[config.mk]
export PLATFORM = sky130hd
export DESIGN_NAME = circular_list_engine_top_flat
export DESIGN_NICKNAME = d
export VERILOG_FILES = /design/src/hw/rtl/cle_pkg.sv /design/src/hw/rtl/cle_if.sv /design/src/hw/rtl/cle_ram.sv /design/src/hw/rtl/circular_list_engine_top.sv /design/src/flat_wrapper.sv
export SDC_FILE = /design/constraint.sdc
export NUM_CORES = 1
export LEC_CHECK = 0
export BUFFER_PORTS_ARGS = -buffer_cell sky130_fd_sc_hd__buf_2
export CAP_MARGIN = 25
export CORE_MARGIN = 4
export CORE_UTILIZATION = 30
export CTS_CLUSTER_SIZE = 24
export DETAILED_ROUTE_END_ITERATION = 6
export GPL_ROUTABILITY_DRIVEN = 0
export PLACE_DENSITY = 0.51
export SETUP_SLACK_MARGIN = 0.5
export SKIP_LAST_GASP = 1
export SLEW_MARGIN = 20
export SYNTH_ARGS = -nofsm -noshare
export SYNTH_HDL_FRONTEND = slang
export SYNTH_SLANG_ARGS = --single-unit
[constraint.sdc]
create_clock -name clk -period 3.5 [get_ports clk]
set_input_delay 0 -clock clk [delete_from_list [all_inputs] [get_ports clk]]
set_output_delay 0 -clock clk [all_outputs]
set_load 0.01 [all_outputs]
[src/hw/rtl/cle_pkg.sv]
// Shared types and codes for the circular list engine.
// No dependencies; cle_if and the engine refer to it by scoped names, the testbench imports it.
package cle_pkg;

  // Command codes carried on the request channel
  localparam logic [1:0] FUNC_INSERT   = 2'd0;
  localparam logic [1:0] FUNC_DELETE   = 2'd1;
  localparam logic [1:0] FUNC_TRAVERSE = 2'd2;

  // Status codes carried on the result channel
  localparam logic [1:0] STATUS_OK        = 2'd0;
  localparam logic [1:0] STATUS_NOT_FOUND = 2'd1;
  localparam logic [1:0] STATUS_FULL      = 2'd2;
  localparam logic [1:0] STATUS_EMPTY     = 2'd3;

  localparam int FIELD_WIDTH = 32;

  typedef enum logic [3:0] {
    S_CLEAR,
    S_IDLE,
    S_INS_WALK,
    S_SCAN,
    S_INS_W1,
    S_INS_W2,
    S_DEL_TAIL,
    S_DEL_WALK,
    S_DEL_W1,
    S_DEL_W2,
    S_TRV,
    S_REPLY
  } state_t;

endpackage

[src/hw/rtl/cle_if.sv]
// Request and result channel interfaces for the circular list engine.
// Depends on cle_pkg for the field width.
interface cle_cmd_if;
  logic                                  valid;
  logic                                  ready;
  logic [1:0]                            func;
  logic signed [cle_pkg::FIELD_WIDTH-1:0] key;
  logic signed [cle_pkg::FIELD_WIDTH-1:0] value;

  modport source (output valid, output func, output key, output value, input ready);
  modport sink   (input valid, input func, input key, input value, output ready);
endinterface

interface cle_res_if;
  logic                                  valid;
  logic                                  ready;
  logic signed [cle_pkg::FIELD_WIDTH-1:0] element;
  logic [1:0]                            status;
  logic                                  last;

  modport source (output valid, output element, output status, output last, input ready);
  modport sink   (input valid, input element, input status, input last, output ready);
endinterface

[src/hw/rtl/cle_ram.sv]
// Generic single-port-write, single-port-read RAM with registered read data.
// No dependencies.
module cle_ram #(
  parameter int WIDTH = 8,
  parameter int DEPTH = 16
) (
  input  logic                     clk,
  input  logic                     wr_en,
  input  logic [$clog2(DEPTH)-1:0] wr_addr,
  input  logic [WIDTH-1:0]         wr_data,
  input  logic [$clog2(DEPTH)-1:0] rd_addr,
  output logic [WIDTH-1:0]         rd_data
);

  logic [WIDTH-1:0] mem [DEPTH];

  always_ff @(posedge clk) begin
    if (wr_en) begin
      mem[wr_addr] <= wr_data;
    end
    rd_data <= mem[rd_addr];
  end

endmodule

[src/hw/rtl/circular_list_engine_top.sv]
// Circular singly linked list engine: node store walker and command sequencer.
// Depends on cle_pkg, cle_if (cle_cmd_if, cle_res_if) and cle_ram.
//
//   channel  dir  handshake     payload
//   cmd      in   valid/ready   func, key, value
//   res      out  valid/ready   element, status, last
//
// One node store (used bit, value, next link) read once a cycle, with registered read data.
// Insert: key walk from the tail, free scan from index 0, two writes, reply (an empty
//   list skips walk and second write). Delete: tail read, walk, two writes, reply.
// Traverse: one result per cycle while res is ready, one read per node. Commands are
// taken only when idle. After reset a clearing pass wipes the store; cmd.ready stays low.
// A stalled res holds its register; traverse then waits on the same node.
module circular_list_engine_top #(
  parameter int CAPACITY   = 16,
  parameter int DATA_WIDTH = 32
) (
  input logic       clk,
  input logic       rst,
  cle_cmd_if.sink   cmd,
  cle_res_if.source res
);

  localparam int IW = $clog2(CAPACITY);
  localparam int CW = $clog2(CAPACITY + 1);
  localparam int FW = cle_pkg::FIELD_WIDTH;

  typedef struct packed {
    logic                  used;
    logic [DATA_WIDTH-1:0] value;
    logic [IW-1:0]         link;
  } node_t;

  localparam int NW = $bits(node_t);

  cle_pkg::state_t state, state_next;
  logic [IW-1:0]         curr, curr_next;
  logic [IW-1:0]         tail, tail_next;
  logic                  nonempty, nonempty_next;
  logic [CW-1:0]         count, count_next;
  logic [IW-1:0]         prev, prev_next;
  logic [DATA_WIDTH-1:0] prev_val, prev_val_next;
  logic [IW-1:0]         found_idx, found_idx_next;
  logic [IW-1:0]         found_link, found_link_next;
  logic                  empty_ins, empty_ins_next;
  logic [DATA_WIDTH-1:0] key_s, key_s_next;
  logic [DATA_WIDTH-1:0] val_s, val_s_next;
  logic [1:0]            rep_status, rep_status_next;
  logic                  out_valid, out_valid_next;
  logic [FW-1:0]         out_element, out_element_next;
  logic [1:0]            out_status, out_status_next;
  logic                  out_last, out_last_next;

  logic          wr_en;
  logic [IW-1:0] wr_addr;
  node_t         wr_node;
  logic [NW-1:0] rd_data;
  node_t         rd_node;
  logic          out_free;

  assign rd_node  = node_t'(rd_data);
  assign out_free = !out_valid || res.ready;

  cle_ram #(
    .WIDTH (NW),
    .DEPTH (CAPACITY)
  ) u_store (
    .clk     (clk),
    .wr_en   (wr_en),
    .wr_addr (wr_addr),
    .wr_data (NW'(wr_node)),
    .rd_addr (curr_next),
    .rd_data (rd_data)
  );

  assign cmd.ready   = (state == cle_pkg::S_IDLE);
  assign res.valid   = out_valid;
  assign res.element = out_element;
  assign res.status  = out_status;
  assign res.last    = out_last;

  always_ff @(posedge clk) begin
    if (rst) begin
      state     <= cle_pkg::S_CLEAR;
      curr      <= '0;
      tail      <= '0;
      nonempty  <= 1'b0;
      count     <= '0;
      out_valid <= 1'b0;
    end else begin
      state     <= state_next;
      curr      <= curr_next;
      tail      <= tail_next;
      nonempty  <= nonempty_next;
      count     <= count_next;
      out_valid <= out_valid_next;
    end
    prev        <= prev_next;
    prev_val    <= prev_val_next;
    found_idx   <= found_idx_next;
    found_link  <= found_link_next;
    empty_ins   <= empty_ins_next;
    key_s       <= key_s_next;
    val_s       <= val_s_next;
    rep_status  <= rep_status_next;
    out_element <= out_element_next;
    out_status  <= out_status_next;
    out_last    <= out_last_next;
  end

  always_comb begin
    state_next       = state;
    curr_next        = curr;
    tail_next        = tail;
    nonempty_next    = nonempty;
    count_next       = count;
    prev_next        = prev;
    prev_val_next    = prev_val;
    found_idx_next   = found_idx;
    found_link_next  = found_link;
    empty_ins_next   = empty_ins;
    key_s_next       = key_s;
    val_s_next       = val_s;
    rep_status_next  = rep_status;
    out_valid_next   = out_valid && !res.ready;
    out_element_next = out_element;
    out_status_next  = out_status;
    out_last_next    = out_last;
    wr_en            = 1'b0;
    wr_addr          = curr;
    wr_node          = '0;

    case (state)
      cle_pkg::S_CLEAR: begin
        wr_en = 1'b1;
        if (curr == IW'(CAPACITY - 1)) begin
          curr_next  = '0;
          state_next = cle_pkg::S_IDLE;
        end else begin
          curr_next = curr + 1'b1;
        end
      end

      cle_pkg::S_IDLE: begin
        if (cmd.valid) begin
          key_s_next = DATA_WIDTH'(signed'(cmd.key));
          val_s_next = DATA_WIDTH'(signed'(cmd.value));
          case (cmd.func)
            cle_pkg::FUNC_INSERT: begin
              if (nonempty) begin
                curr_next      = tail;
                empty_ins_next = 1'b0;
                state_next     = cle_pkg::S_INS_WALK;
              end else begin
                // empty list: key ignored, go straight to the free scan
                curr_next      = '0;
                empty_ins_next = 1'b1;
                state_next     = cle_pkg::S_SCAN;
              end
            end
            cle_pkg::FUNC_DELETE: begin
              if (nonempty) begin
                curr_next  = tail;
                state_next = cle_pkg::S_DEL_TAIL;
              end else begin
                rep_status_next = cle_pkg::STATUS_EMPTY;
                state_next      = cle_pkg::S_REPLY;
              end
            end
            cle_pkg::FUNC_TRAVERSE: begin
              if (nonempty) begin
                curr_next  = tail;
                state_next = cle_pkg::S_TRV;
              end else begin
                rep_status_next = cle_pkg::STATUS_EMPTY;
                state_next      = cle_pkg::S_REPLY;
              end
            end
            default: begin
            end
          endcase
        end
      end

      cle_pkg::S_INS_WALK: begin
        if (rd_node.value == key_s) begin
          found_idx_next  = curr;
          found_link_next = rd_node.link;
          if (count == CW'(CAPACITY)) begin
            rep_status_next = cle_pkg::STATUS_FULL;
            state_next      = cle_pkg::S_REPLY;
          end else begin
            curr_next  = '0;
            state_next = cle_pkg::S_SCAN;
          end
        end else if (rd_node.link == tail) begin
          rep_status_next = cle_pkg::STATUS_NOT_FOUND;
          state_next      = cle_pkg::S_REPLY;
        end else begin
          curr_next = rd_node.link;
        end
      end

      // lowest free index; count below capacity guarantees a hit
      cle_pkg::S_SCAN: begin
        if (!rd_node.used) begin
          state_next = cle_pkg::S_INS_W1;
        end else begin
          curr_next = curr + 1'b1;
        end
      end

      cle_pkg::S_INS_W1: begin
        wr_en         = 1'b1;
        wr_addr       = curr;
        wr_node.used  = 1'b1;
        wr_node.value = val_s;
        wr_node.link  = empty_ins ? curr : found_link;
        if (empty_ins) begin
          tail_next       = curr;
          nonempty_next   = 1'b1;
          count_next      = count + 1'b1;
          rep_status_next = cle_pkg::STATUS_OK;
          state_next      = cle_pkg::S_REPLY;
        end else begin
          state_next = cle_pkg::S_INS_W2;
        end
      end

      // relink the matched node; its value equals the key
      cle_pkg::S_INS_W2: begin
        wr_en         = 1'b1;
        wr_addr       = found_idx;
        wr_node.used  = 1'b1;
        wr_node.value = key_s;
        wr_node.link  = curr;
        if (found_idx == tail) begin
          tail_next = curr;
        end
        count_next      = count + 1'b1;
        rep_status_next = cle_pkg::STATUS_OK;
        state_next      = cle_pkg::S_REPLY;
      end

      cle_pkg::S_DEL_TAIL: begin
        prev_next     = curr;
        prev_val_next = rd_node.value;
        curr_next     = rd_node.link;
        state_next    = cle_pkg::S_DEL_WALK;
      end

      cle_pkg::S_DEL_WALK: begin
        if (rd_node.value == key_s) begin
          found_link_next = rd_node.link;
          state_next      = cle_pkg::S_DEL_W1;
        end else if (curr == tail) begin
          rep_status_next = cle_pkg::STATUS_NOT_FOUND;
          state_next      = cle_pkg::S_REPLY;
        end else begin
          prev_next     = curr;
          prev_val_next = rd_node.value;
          curr_next     = rd_node.link;
        end
      end

      cle_pkg::S_DEL_W1: begin
        wr_en         = 1'b1;
        wr_addr       = prev;
        wr_node.used  = 1'b1;
        wr_node.value = prev_val;
        wr_node.link  = found_link;
        state_next    = cle_pkg::S_DEL_W2;
      end

      // free the node; for a lone node this overrides the write above
      cle_pkg::S_DEL_W2: begin
        wr_en      = 1'b1;
        wr_addr    = curr;
        count_next = count - 1'b1;
        if (curr == prev) begin
          nonempty_next = 1'b0;
          tail_next     = '0;
        end else if (curr == tail) begin
          tail_next = prev;
        end
        rep_status_next = cle_pkg::STATUS_OK;
        state_next      = cle_pkg::S_REPLY;
      end

      cle_pkg::S_TRV: begin
        if (out_free) begin
          out_valid_next   = 1'b1;
          out_element_next = FW'(signed'(rd_node.value));
          out_status_next  = cle_pkg::STATUS_OK;
          out_last_next    = (rd_node.link == tail);
          if (rd_node.link == tail) begin
            state_next = cle_pkg::S_IDLE;
          end else begin
            curr_next = rd_node.link;
          end
        end
      end

      cle_pkg::S_REPLY: begin
        if (out_free) begin
          out_valid_next   = 1'b1;
          out_element_next = '0;
          out_status_next  = rep_status;
          out_last_next    = 1'b1;
          state_next       = cle_pkg::S_IDLE;
        end
      end

      default: begin
        state_next = cle_pkg::S_IDLE;
      end
    endcase
  end

  // node count and list flag move together
  a_count_flag: assert property (@(posedge clk) disable iff (rst)
    nonempty == (count != '0))
    else $error("node count disagrees with list flag");

  // free scan must not run off the end of the store
  a_scan_hit: assert property (@(posedge clk) disable iff (rst)
    (state == cle_pkg::S_SCAN && curr == IW'(CAPACITY - 1)) |-> !rd_node.used)
    else $error("free scan found no free node");

  // walks and traversal only ever land on live nodes
  a_walk_live: assert property (@(posedge clk) disable iff (rst)
    (state == cle_pkg::S_INS_WALK || state == cle_pkg::S_DEL_WALK ||
     state == cle_pkg::S_DEL_TAIL || state == cle_pkg::S_TRV) |-> rd_node.used)
    else $error("list walk read a free node");

  // a result is loaded only into a free output register
  a_no_overwrite: assert property (@(posedge clk) disable iff (rst)
    (out_valid && !res.ready) |=> (out_valid && $stable(out_element) && $stable(out_last)))
    else $error("pending result overwritten");

endmodule

[src/flat_wrapper.sv]
// flat-port wrapper written by rule: the top's interface ports become plain ports
module circular_list_engine_top_flat 
#(
  parameter int CAPACITY   = 16,
  parameter int DATA_WIDTH = 32
)
  (clk, rst, cmd_valid, cmd_func, cmd_key, cmd_value, cmd_ready, res_valid, res_element, res_status, res_last, res_ready);
  cle_cmd_if cmd_i ();
  cle_res_if res_i ();
  input logic clk;
  input logic rst;
  input wire logic [$bits(cmd_i.valid)-1:0] cmd_valid;
  input wire logic [$bits(cmd_i.func)-1:0] cmd_func;
  input wire logic [$bits(cmd_i.key)-1:0] cmd_key;
  input wire logic [$bits(cmd_i.value)-1:0] cmd_value;
  output wire logic [$bits(cmd_i.ready)-1:0] cmd_ready;
  output wire logic [$bits(res_i.valid)-1:0] res_valid;
  output wire logic [$bits(res_i.element)-1:0] res_element;
  output wire logic [$bits(res_i.status)-1:0] res_status;
  output wire logic [$bits(res_i.last)-1:0] res_last;
  input wire logic [$bits(res_i.ready)-1:0] res_ready;
  assign cmd_i.valid = cmd_valid;
  assign cmd_i.func = cmd_func;
  assign cmd_i.key = cmd_key;
  assign cmd_i.value = cmd_value;
  assign cmd_ready = cmd_i.ready;
  assign res_valid = res_i.valid;
  assign res_element = res_i.element;
  assign res_status = res_i.status;
  assign res_last = res_i.last;
  assign res_i.ready = res_ready;
  circular_list_engine_top #(.CAPACITY(CAPACITY), .DATA_WIDTH(DATA_WIDTH)) u_core (.clk(clk), .rst(rst), .cmd(cmd_i), .res(res_i));
endmodule
==> impl_metrics.yaml, run 1 <==
sta:
  maxSlewHeadroom: 0.4450
  fmax_mhz: 296.3
  rsz0062_at_grt: "yes"
  fin_crit_ps: 3375
  finalSetupTns_ps: 0
  drv_slew: 0
  fin_skew_ps: 28.51
  fin_crit_sh: 0.9642
  hold_viol_final: 0
  tightest_slew_ps: 819.5
  setup_viol: 0
  fin_ws_ps: 125.3
placed_design:
  dp.final_hpwl_mm: 55.09
  io_buffers: 106
  pre_cts_slack_ps: -602.5
  placedCellCount: 3674
synthesis:
  synth_common_cells: "edfxtp_1, nand2_1, a21oi_1"
  ys_seq_elements: 794
  netlist_area_sq_um: 31390
  avgSynthCellArea_sq_um: 14.88
  ys_async_sr_fraction: 0
  synth_area_leaders: "edfxtp_1, mux2i_1, nand2_1, dfxtp_1, a221o_1"
  yosysSeqAreaShare: 0.7416
  yosysTopAreaCellShare: 0.7059
  synthDistinctLibCells: 69
  synth_fp_nets: 2189
  synth_flop_cell: "edfxtp_1"
  synthCells: 2110
  ys.warnings.count: 0
  synth.most_common_cell: "edfxtp_1"
  synth-edff-count: 738
  netlist.top_cell.by_area: "edfxtp_1"
global_route:
  grt_remaining_overflow: 0
  grt_pass1_wl_mm: 136.4
  grt.total_usage: 0.1644
  grt_pass1_vias: 19862
  grt_max_degree: 65
  antenna_found_initial: 3
route:
  drc_errors: 0
  num_vias: 20111
  final_antenna_net_count: 0
  dr.pass1.iters: 6
  drt-initial-drc-count: 2141
  avgRoutedWirePerCell_um: 23.97
  routed_wirelength_mm: 95.36
  viasPerCell: 5.054
clock_tree:
  numCtsBuffers: 82
  clk_latency_ps: 650
  cts_tree: "done"
  clock_sink_count: 794
  cts_max_level: 3
  path_clk_slew_ps: 60
  cts_root_buf: "clkbuf_16"
  cts_buffer_depth: 3
floorplan:
  dieHeight_um: 331.5
  initial_utilization: 0.3029
  ios: 107
  die_area_sq_um: 109900
  die_x_um: 331.5
  coreArea_sq_um: 103600
  num_rows: 118
pwr:
  p_clk_frac: 0.235
  ir_drop_uv: 507.0
  netSwitchingFraction: 0.3511
  p_int_mw: 24.60
  power_mw: 37.91
  p_leak_nw: 14.84
  p_seq_frac: 0.335
  power_density_nw_per_um2: 929.9
  power_switching_mw: 13.31
  comb_power_share: 0.430
critical_path:
  cp-start-kind: "register"
  critical_path_class: "register to register"
  critPathCaptureType: "register"
  worstPathRequired_ps: 3870
  arrival_ps: 3740
  path_max_fanout: 5
final_layout:
  area_growth_pct: 29.85
  layout.nets: 2610
  drive_gt1_frac: 0.2379
  final_util: 0.3933
  instances_no_fill: 3979
worst_hold_path:
  hold_class: "input port to register"
job:
  maxCapViolations: 0
outcome:
  status: "complete, no violations"
path summary, 6_finish.rpt:
kind | startpoint | end | slack (ps) | cells past startpoint
max | u_core.key_s[17] | u_core.u_store.rd_data[31] | 130 | 14
min | cmd_key[15] | u_core.key_s[15] | 60 | 2
max reg2reg | u_core.key_s[17] | u_core.u_store.rd_data[31] | 130 | 14
min reg2reg | u_core.u_store.rd_data[34] | u_core.prev_val[30] | 470 | 0
kinds of logic after synthesis:
group	count (synthesis)	share of synthesized area
buffers and inverters	179	0.02531
multiplexers	127	0.04057
AO/OA/AOI/OAI	387	0.09278
flip-flops	794	0.7416
adder cells (fa/ha/maj)	10	0.004185
XOR/XNOR	54	0.01507
AND/OR/NAND/NOR	559	0.08047
flip-flops by register name, indices dropped and copies added (netlist names):
| signal | flops |
|---|---|
| u_core.empty_ins | 1 |
| u_core.prev_val | 32 |
| u_core.count | 5 |
| u_core.key_s | 32 |
| u_core.u_store.rd_data | 37 |
| u_core.res.last | 1 |
| u_core.rep_status | 2 |
| u_core.found_link | 4 |
| u_core.tail | 4 |
| u_core.nonempty | 1 |
| u_core.curr | 4 |
| u_core.res.valid | 1 |
| u_core.found_idx | 4 |
| u_core.prev | 4 |
| u_core.res.status | 2 |
| u_core.res.element | 32 |
| u_core.state | 4 |
| u_core.u_store.mem | 592 |
| u_core.val_s | 32 |
per-stage QoR:
step	cell area [sq um]	hold slack, ps
floorplan	31450	98.87
global placement	35570	176.1
detailed placement	35570	178.1
CTS	39950	33.08
global route	40770	57.95
finish	40770	64.86
metal layers:
metal,vias up,wire length (um),track usage
li1,8979,-,-
met1,10269,41750,0.2244
met2,725,45500,0.2739
met3,138,5808,0.02084
met4,0,2297,0.05140
met5,-,0,0
what timing repair did:
| item | in CTS | in global routing |
|---|---|---|
| endpoints found under the hold margin | 84 | 0 |
| endpoints found under the setup margin | 344 | 603 |
| gates resized for setup | 72 | 66 |
| gates cloned | 12 | 14 |
| pin swaps | 26 | 44 |
| setup buffers | 28 | 28 |
| hold buffers | 71 | 0 |
cells in the final DEF, fill, tap and decap left out, types with 43 or more instances in the layout:
cell type / instances
nand3_1: 43
mux2i_1: 120
a221o_1: 106
edfxtp_1: 738
dlygate4sd3_1: 71
buf_12: 61
clkbuf_16: 96
dfxtp_1: 51
inv_1: 43
a21oi_1: 135
buf_2: 106
buf_4: 160
nand2_1: 325
worst max-delay path, stage by stage (launching register included):
cell	delay, ps
edfxtp_1	410
xor2_1	160
buf_4	150
nor4_4	260
buf_4	150
nand4_1	270
o21ai_1	240
o21ai_1	100
o31a_1	290
buf_6	140
o21ai_4	190
buf_12	160
buf_12	110
a221o_1	110
nand4_1	340
power groups by stage:
stage | combinational [mW] | sequential, mW | clock [mW]
4_1_cts | 15.1 | 12.7 | 9.10
6_report | 16.3 | 12.7 | 8.90
3_5_place_dp | 13.3 | 12.9 | 0
3_3_place_gp | 13.1 | 12.8 | 0
2_1_floorplan | 7.33 | 12.6 | 0
5_1_grt | 17.3 | 12.8 | 9.48
layout make-up:
| class | instances | area, sq um |
|---|---|---|
| fill | 9543 | 62880 |
| clock inverter | 40 | 470.5 |
| tap | 1380 | 1727 |
| antenna | 1 | 2.502 |
| multi-input combinational | 1137 | 7854 |
| inverter | 48 | 180.2 |
| sequential | 794 | 23290 |
| clock buffer | 111 | 2282 |
| timing repair buffer | 468 | 4961 |
Note: power is estimated with default switching activity, not from simulation.
==> run 2: changes to the inputs <==
--- a/config.mk
+++ b/config.mk
@@ -5,6 +5,7 @@
 export SDC_FILE = /design/constraint.sdc
 export NUM_CORES = 1
 export LEC_CHECK = 0
+export ABC_AREA = 1
 export BUFFER_PORTS_ARGS = -buffer_cell sky130_fd_sc_hd__buf_2
 export CAP_MARGIN = 25
 export CORE_MARGIN = 4
@@ -13,6 +14,7 @@
 export DETAILED_ROUTE_END_ITERATION = 6
 export GPL_ROUTABILITY_DRIVEN = 0
 export PLACE_DENSITY = 0.51
+export RECOVER_POWER = 50
 export SETUP_SLACK_MARGIN = 0.5
 export SKIP_LAST_GASP = 1
 export SLEW_MARGIN = 20
==> impl_metrics.yaml, run 2 <==
critical_path:
  r2r_end: "u_core.u_store.rd_data[4]"
  worstPathRequired_ps: 4040
  crit_top_cell: "nand3_1"
  crit_slowest_cell: "dfxtp_1"
  cp_cell_sequence: "nand2_1 > nand2_1 > nand2_1 > nor2_1 > nand2_1 > nor2_4 > nand3_1 > buf_4 > inv_1 > nand3_1 > nand3_1 > nor2_2 > nand2_4 > clkinv_8 > buf_12 > nand3_1 > nand3_1 > nand2_2"
  cpPeakStageDelay_ps: 580
  critPathCaptureType: "register"
  worst-r2r-setup-slack_ps: 400
  arrival_ps: 3640
  regToRegStartpoint: "u_core.u_store.rd_data[9]"
  reg2regPathDepth: 18
  critical_path_class: "register to register"
  cp-start-kind: "register"
  path_max_fanout: 11
pwr:
  ir_drop_uv: 592.3
  p_leak_nw: 18.09
  power_density_nw_per_um2: 799.1
floorplan:
  num_rows: 125
  coreArea_sq_um: 116500
  die_area_sq_um: 123400
  initial_utilization: 0.3033
  dieHeight_um: 351.2
  die_x_um: 351.2
  ios: 107
synthesis:
  synth-edff-count: 738
  netlist_area_sq_um: 35340
  synth_flop_cell: "edfxtp_1"
  yosysTopAreaCellShare: 0.6270
  ys.warnings.count: 0
  synth.most_common_cell: "edfxtp_1"
  avgSynthCellArea_sq_um: 10.30
  synthDistinctLibCells: 37
  ys_async_sr_fraction: 0
  ys_seq_elements: 794
  yosysSeqAreaShare: 0.6587
  netlist.top_cell.by_area: "edfxtp_1"
  synth_common_cells: "edfxtp_1, inv_1, nand2_1"
  synth_fp_nets: 3511
  synth_area_leaders: "edfxtp_1, nand3_1, inv_1, nand2_1, nand4_1"
  synthCells: 3432
outcome:
  status: "finished, violations left"
  violations: "max-capacitance violations, max-slew violations"
placed_design:
  io_buffers: 106
  dp.final_hpwl_mm: 62.59
route:
  avgRoutedWirePerCell_um: 21.72
  viasPerCell: 4.921
  num_vias: 26101
  dr.pass1.iters: 5
  drt-initial-drc-count: 2630
  final_antenna_net_count: 0
  routed_wirelength_mm: 115.2
  drc_errors: 0
sta:
  maxSlewHeadroom: -0.2828
  hold_viol_final: 0
  fin_crit_sh: 0.8851
  setup_viol: 0
  fin_skew_ps: 32.56
  fin_crit_ps: 3098
  fmax_mhz: 322.8
  rsz0062_at_grt: "yes"
  finalSetupTns_ps: 0
  drv_slew: 99
  tightest_slew_ps: 1924
global_route:
  grt.total_usage: 0.1763
  antenna_found_initial: 1
  grt_pass1_wl_mm: 163.1
  grt_max_degree: 89
  grt_pass1_vias: 24631
  grt_remaining_overflow: 0
worst_hold_path:
  min_from: "cmd_value[1]"
  hold_depth: 2
  min_to: "u_core.val_s[1]"
  hold_class: "input port to register"
final_layout:
  final_cell_mix: "edfxtp_1, inv_1, nand3_1"
  n_antenna_cell: 0
  largest_register_ffs: 592
  mostFrequentLayoutCell: "edfxtp_1"
  drive_gt1_frac: 0.1212
  top_register: "u_core.u_store.mem"
  final_util: 0.3742
  reg_top3: "u_core.u_store.mem (592), u_core.u_store.rd_data (37)"
  layout.nets: 3789
  area_growth_pct: 23.36
  fillers: 11443
clock_tree:
  numCtsBuffers: 83
  cts_buffer_depth: 3
  cts_root_buf: "clkbuf_16"
  cts_max_level: 3
  clk_latency_ps: 650
  path_clk_slew_ps: 60
  clock_sink_count: 794
  cts_tree: "done"
job:
  maxCapViolations: 2
==> run 2: changes by cell type after synthesis, sizes merged, moves of 34 or more <==
cell   previous run  this run
nand3            47       573
mux2i           125         0
nor2             56       135
buf              78       120
nand2           330       580
inv              48       705
a21oi           141        24
and2             35         1
a221o           106         0
nand4            38       302
==> run 2: how the worst max path moves through the flow <==
stage	start	end	slack, ps	cells after the start
2_1_floorplan	u_core.state[0]	u_core.u_store.mem[0][0]	-90	8
3_3_place_gp	u_core.key_s[16]	u_core.u_store.rd_data[29]	-100	16
3_5_place_dp	u_core.key_s[16]	u_core.u_store.rd_data[17]	-80	16
4_1_cts	u_core.state[0]	u_core.u_store.mem[5][28]	470	11
5_1_grt	u_core.state[2]	u_core.u_store.mem[7][23]	240	8
6_report	u_core.u_store.rd_data[9]	u_core.u_store.rd_data[4]	400	18
==> run 2: report_power, final <==
group / internal (mW) / switching [mW]
combinational: 5.13 / 8.57
sequential: 11.6 / 0.595
clock: 5.17 / 3.76
total: 21.9 / 12.9
==> run 2: per-stage QoR <==
step	cell area (sq um)	power, mW	cells	hold slack (ps)	worst slack (ps)
after floorplan	35370	19.28	3432	98.87	-91.78
after global placement	39010	24.08	5023	178.7	-99.07
after detailed placement	39010	24.10	5023	178.1	-81.85
after CTS	43080	34.25	5274	25.30	468.0
after global routing	43600	36.58	5304	47.85	237.0
final	43600	34.84	5304	55.77	402.1
==> run 2: kinds of logic after synthesis <==
group / Yosys count / share of synthesized area
and+or+nand+nor: 1607 / 0.2152
DFF: 794 / 0.6587
xor gates and xnor gates: 35 / 0.008673
AOI/OAI and AO/OA: 81 / 0.01363
buffers and inverters: 906 / 0.1004
adders and majority gates: 9 / 0.003399
==> run 2: worst max-delay path, delay by kind of cell, from the launching register on <==
kind	cells	cell delay [ps]
simple gates	14	1760
buf+inv	4	620
flops	1	580
==> run 2: final cells by class <==
cell class / instances / area [sq um] / area share
Tap cell: 1524 / 1907 / 0.04374
Sequential cell: 794 / 23280 / 0.5340
Clock inverter: 34 / 330.3 / 0.007576
Multi-Input combinational cell: 1732 / 8877 / 0.2036
Inverter: 705 / 2671 / 0.06127
Timing Repair Buffer: 394 / 4118 / 0.09444
Clock buffer: 121 / 2414 / 0.05536
==> run 2: metal layers <==
metal | track usage | up-vias | wire, um
met5 | 0 | - | 0
met4 | 0.05667 | 0 | 3420
met3 | 0.01892 | 182 | 7174
met2 | 0.2908 | 919 | 53450
met1 | 0.2443 | 12838 | 51150
li1 | - | 12162 | -
==> run 2: timing repair <==
action	4_1_cts	5_1_grt
hold endpoints to repair	75	0
buffers inserted	20	13
hold buffers	68	0
endpoints found under the setup margin	149	295
resized for setup	37	46
cloned	8	17
pin swaps	6	17
